File: src/rtl/mbr_pkg.sv
// Package: shared types, codes and defaults for the MRU-bit replacement block.
`default_nettype none
package mbr_pkg;

    localparam int unsigned DEF_SETS = 2048;
    localparam int unsigned DEF_WAYS = 16;

    localparam int unsigned SET_W = 11;
    localparam int unsigned WAY_W = 4;

    // action codes
    localparam logic ACT_QUERY  = 1'b0;
    localparam logic ACT_UPDATE = 1'b1;

    typedef struct packed {
        logic             action;
        logic [SET_W-1:0] set_index;
        logic [WAY_W-1:0] way;
        logic             hit;
        logic             is_write;
    } t_req_item;

    typedef enum logic {
        ST_CLEAR,
        ST_RUN
    } t_state;

endpackage
`default_nettype wire

File: src/rtl/mbr_calc.sv
// Per-set update and victim pick on one used-bit word.
`default_nettype none
module mbr_calc
    import mbr_pkg::*;
#(
    parameter int unsigned SETS = DEF_SETS,
    parameter int unsigned WAYS = DEF_WAYS
) (
    input  wire logic            i_valid,
    input  wire t_req_item       i_item,
    input  wire logic [WAYS-1:0] i_bits,
    output logic                 o_we,
    output logic      [WAYS-1:0] o_wbits,
    output logic      [WAY_W-1:0] o_victim
);

    localparam logic [WAYS-1:0] FULL = '1;

    logic            set_ok;
    logic            way_ok;
    logic [WAYS-1:0] marked;
    logic [31:0]     pick;

    assign set_ok = 32'(i_item.set_index) < SETS;
    assign way_ok = 32'(i_item.way) < WAYS;

    always_comb begin
        marked = i_bits;
        if (!i_item.hit || !i_item.is_write) begin
            marked = i_bits | (WAYS'(1) << i_item.way);
        end
        // a full set wraps back to empty
        o_wbits = (marked == FULL) ? '0 : marked;
    end

    assign o_we = i_valid && (i_item.action == ACT_UPDATE) && set_ok && way_ok;

    // lowest clear way, way 0 when all set or the set index is out of range
    always_comb begin
        pick = '0;
        for (int i = WAYS - 1; i >= 0; i--) begin
            if (!i_bits[i]) begin
                pick = 32'(i);
            end
        end
        if (!set_ok) begin
            pick = '0;
        end
    end

    assign o_victim = pick[WAY_W-1:0];

endmodule
`default_nettype wire

File: config.mk
export PLATFORM = sky130hd
export DESIGN_NAME = mbr_calc
export DESIGN_NICKNAME = d
export VERILOG_FILES = /design/src/rtl/mbr_pkg.sv /design/src/rtl/mbr_calc.sv
export SDC_FILE = /design/constraint.sdc
export NUM_CORES = 1
export LEC_CHECK = 0
export BUFFER_PORTS_ARGS = -buffer_cell sky130_fd_sc_hd__buf_4
export CORE_MARGIN = 2
export CORE_UTILIZATION = 35
export DETAILED_ROUTE_END_ITERATION = 16
export PLACE_DENSITY = 0.87
export SYNTH_ARGS = -nofsm -noshare
export SYNTH_HDL_FRONTEND = slang
export SYNTH_SLANG_ARGS = --single-unit
File: constraint.sdc
create_clock -name vclk -period 1.9
set_input_delay 0.19 -clock vclk [all_inputs]
set_output_delay 0.19 -clock vclk [all_outputs]
set_load 0.1 [all_outputs]
* Word level (Yosys, flattened, before mapping)
Cells that the tools add are included.
Storage, ports and cells: flip-flop bits (word level) 0, output and inout bits 21
Cells by class: equality and inequality tests 1, shift-type cells 1, muxes and demuxes 18, bitwise operators 1, reductions and logical operators 4
Operator list (number):
- two-way mux 4 bit | 16
- two-way mux 16 bit | 2
- == test 16 bit (second input constant) | 1
- OR 16 bit | 1
- left shift 1 x 4 -> 16 bit (first input constant) | 1
- zero test 1 bit | 2
- logical AND 1 bit | 1
- logical OR 1 bit | 1

* Logic depth before layout (Yosys ltp)
depth after elaboration 16, mapped depth 7

* Worst setup path before layout
OpenSTA, ideal clock, no wires.
path kind input port to output port, start input port i_item[2] in the netlist's numbering, end output port o_wbits[0], arrival time 3.267 ns, setup slack -1.557 ns, stages on the path 6, buffers on the path 1, cells stage by stage and2_1 -> buf_1 -> a41o_2 -> a32oi_1 -> nor4_4 -> a21boi_0
Between the ends: word-level cells in the longest chain between the ends 5
Ends and longest elaborated chain:
- from (decl) | RTL line mbr_calc.sv:10 | input wire t_req_item i_item,
- left shift 1 x 4 -> 16 bit * | RTL line mbr_calc.sv:30 | marked = i_bits | (WAYS'(1) << i_item.way);
- OR 16 bit * | RTL line mbr_calc.sv:30
- two-way mux 16 bit * | RTL line mbr_calc.sv:29 | if (!i_item.hit || !i_item.is_write) begin
- == test 16 bit | RTL line mbr_calc.sv:33 | o_wbits = (marked == FULL) ? '0 : marked;
- two-way mux 16 bit * | RTL line mbr_calc.sv:33
- to (decl) | RTL line mbr_calc.sv:13 | output logic [WAYS-1:0] o_wbits,
Mark *: on every way between the ends. The rest lies on a longest branch, timed or not.

* Worst setup path after layout
start input port i_item[1] in the netlist's numbering, end output port o_wbits[12]
Between the ends: word-level cells in the longest chain between the ends 5
Ends and longest elaborated chain (RTL line):
- zero test 1 bit * | mbr_calc.sv:29
- logical OR 1 bit * | mbr_calc.sv:29
- two-way mux 16 bit * | mbr_calc.sv:29
- == test 16 bit | mbr_calc.sv:33
- two-way mux 16 bit * | mbr_calc.sv:33
Marked as above.

==> flow_metrics.tcl <==
set metrics [dict create \
    path_buf_inv 4 \
    synthXorXnorAreaFrac 0 \
    antenna_found_initial 0 \
    rsz0062_at_grt "yes" \
    crit_path_start "i_item[1]" \
    vias_per_cell 6.635 \
    tightest_slew_ns 0.4503 \
    hold_violations 0 \
    cp_top_family "compound AO/OA/AOI/OAI gates" \
    min_path_type "in -> out" \
    max_cap_violations 0 \
    wl_microns 4005 \
    cts_hold_buf 0 \
    max_stage_delay_ns 0.33 \
    num_antenna_cells 0 \
    crit_chain "buf_8, a211oi_4, a21o_1, a32oi_2, nor4_4, buf_4, clkbuf_16, a21oi_2, buf_12" \
    yosys.area_share.simple 0.2519 \
    worst_slack_ns -0.1401 \
    critPathSlowestCell "a211oi_4" \
    netlist_area_sq_um 650.6 \
    p_leak_nw 0.6593 \
    synth_fa_ha_area_frac 0 \
    grt_pass1_vias 932 \
    yosysTopAreaCell "a21oi_2" \
    synthesis.nets 123 \
    min-delay-start "i_bits[3]" \
    powerDensity_nw_per_um2 349.7 \
    die_area_sq_um 2220 \
    start_kind "input pin" \
    synthCells 88 \
    synth_top_area_frac 0.1212 \
    final_cell_count_no_fill 170 \
    synth.mux.area_fraction 0 \
    cp_max_fo 5 \
    crit_type "in -> out" \
    finalSetupTns_ns -1.995 \
    dieHeight_microns 47.12 \
    fin_nets 182 \
    end_kind "output port" \
    dp_cells 164 \
    ys_types 30 \
    drc 0 \
    cp.arrival_ns 1.85 \
    setup_viol 16 \
    coreArea_sq_um 1745 \
    drtPass1Iterations 4 \
    register_area_sq_um 0 \
    period_share 1.074 \
    overflow 0 \
    syn_area_per_cell_sq_um 7.393 \
    p_total_w 0.0005443 \
    grt_pass1_wl_microns 4340 \
    yosys_warnings 0 \
    globalRouteTotalUtil 0.2669 \
    synthTopCellsByArea "a21oi_2, a32oi_1, a21oi_1" \
    nClkBuffers 0 \
    seq_cells 0 \
    ant_nets 0 \
    ys_seq_area_frac 0 \
    synth_compound_area_frac 0.6596 \
    vdd_drop_max_mv 0.2965 \
    avgRoutedWirePerCell_microns 23.56 \
    timing.max_slew.rel_slack 0.6995 \
    synth_top_family_by_area "compound AO/OA/AOI/OAI gates" \
    gp_congestion 0.9100 \
    max_freq_ghz 0.4902 \
    synthToLayoutAreaGrowth_pct 139.2 \
    hpwl_microns 2210 \
    layout-drive-gt1-share 0.6966 \
    drtIter0Drc 46 \
    num_rows 15 \
    portBuffers 45 \
    crit_required_ns 1.71 \
    io_pins 56 \
    via_count 1128 \
    min_period_ns 2.040 \
    finalMaxSlewViolations 0 \
    grt_max_degree 12 \
    place_ws_ns -0.1273 \
    violations "negative setup slack" \
    start_util 0.3728 \
    status "complete, but fails checks" \
    dieWidth_microns 47.12 \
]
worst paths after layout:
| check | end | cells after the start |
|---|---|---|
| worst max-delay path | o_wbits[12] | 9 |
| worst min-delay path | o_victim[1] | 3 |
per-stage QoR:
step	utilization	hold slack, ns	instance area (sq um)
floorplan	-	0.6346	721.9
global placement	0.6638	0.7957	1159
detailed placement	0.6638	0.7950	1159
CTS	0.7455	0.7940	1301
global route	0.8918	0.8293	1556
finish	0.8918	0.8150	1556
layout make-up:
type,count,area [sq um]
Inverter,5,18.77
Multi-Input combinational cell,78,775.7
Tap cell,25,31.28
Fill cell,72,188.9
Timing Repair Buffer,62,730.7
where the power goes:
part | switching, W | total [W] | internal (W)
clock network | 0 | 0 | 0
registers | 0 | 0 | 0
logic | 0.000345 | 0.000544 | 0.000200
Yosys cell counts, drive strengths merged:
cell type  instances
o2111ai            1
and2b              1
nor2b              2
a41o               4
a31o               1
a31oi              2
o211ai             1
a21boi             9
and3               2
a32oi              8
nand4              3
buf                5
a21o               3
nand3              1
o31ai              1
inv                5
nand2              6
and2               3
a21oi             20
nor4               2
nor2               3
a211oi             1
nor3               2
o21ai              2
placed cells by master (no fill, tap or decap), types with 2 or more instances in the layout:
cell type and n:
a21boi_2 4, a21boi_4 4, a21o_1 3, a21oi_1 11
a21oi_2 3, a21oi_4 6, a32oi_1 3, a32oi_2 4
a41o_2 3, and2_1 2, buf_12 18, buf_4 38
buf_6 4, inv_1 4, nand2_1 5, nand4_1 3
nor2_1 3, nor2b_1 2, nor4_4 2, o21ai_0 2
layer usage:
layer  track usage  vias to the layer above  routed length, microns
li1              -                      473                       -
met1        0.3364                      553                    1492
met2        0.4959                       84                    2049
met3       0.01154                       18                     311
met4       0.06111                        0                     151
met5             0                        -                       0
repair_timing:
item,in CTS,in global routing
cloned,0,1
buffers inserted,3,2
setup endpoints to repair,16,16
pin swaps,6,5
gates resized for setup,29,43
logic make-up (layout without fill, tap and decap cells):
family,after synthesis,after routing
compound gates,53,53
simple gates,25,25
buf+inv,10,67
(Power assumes the default switching activity.)
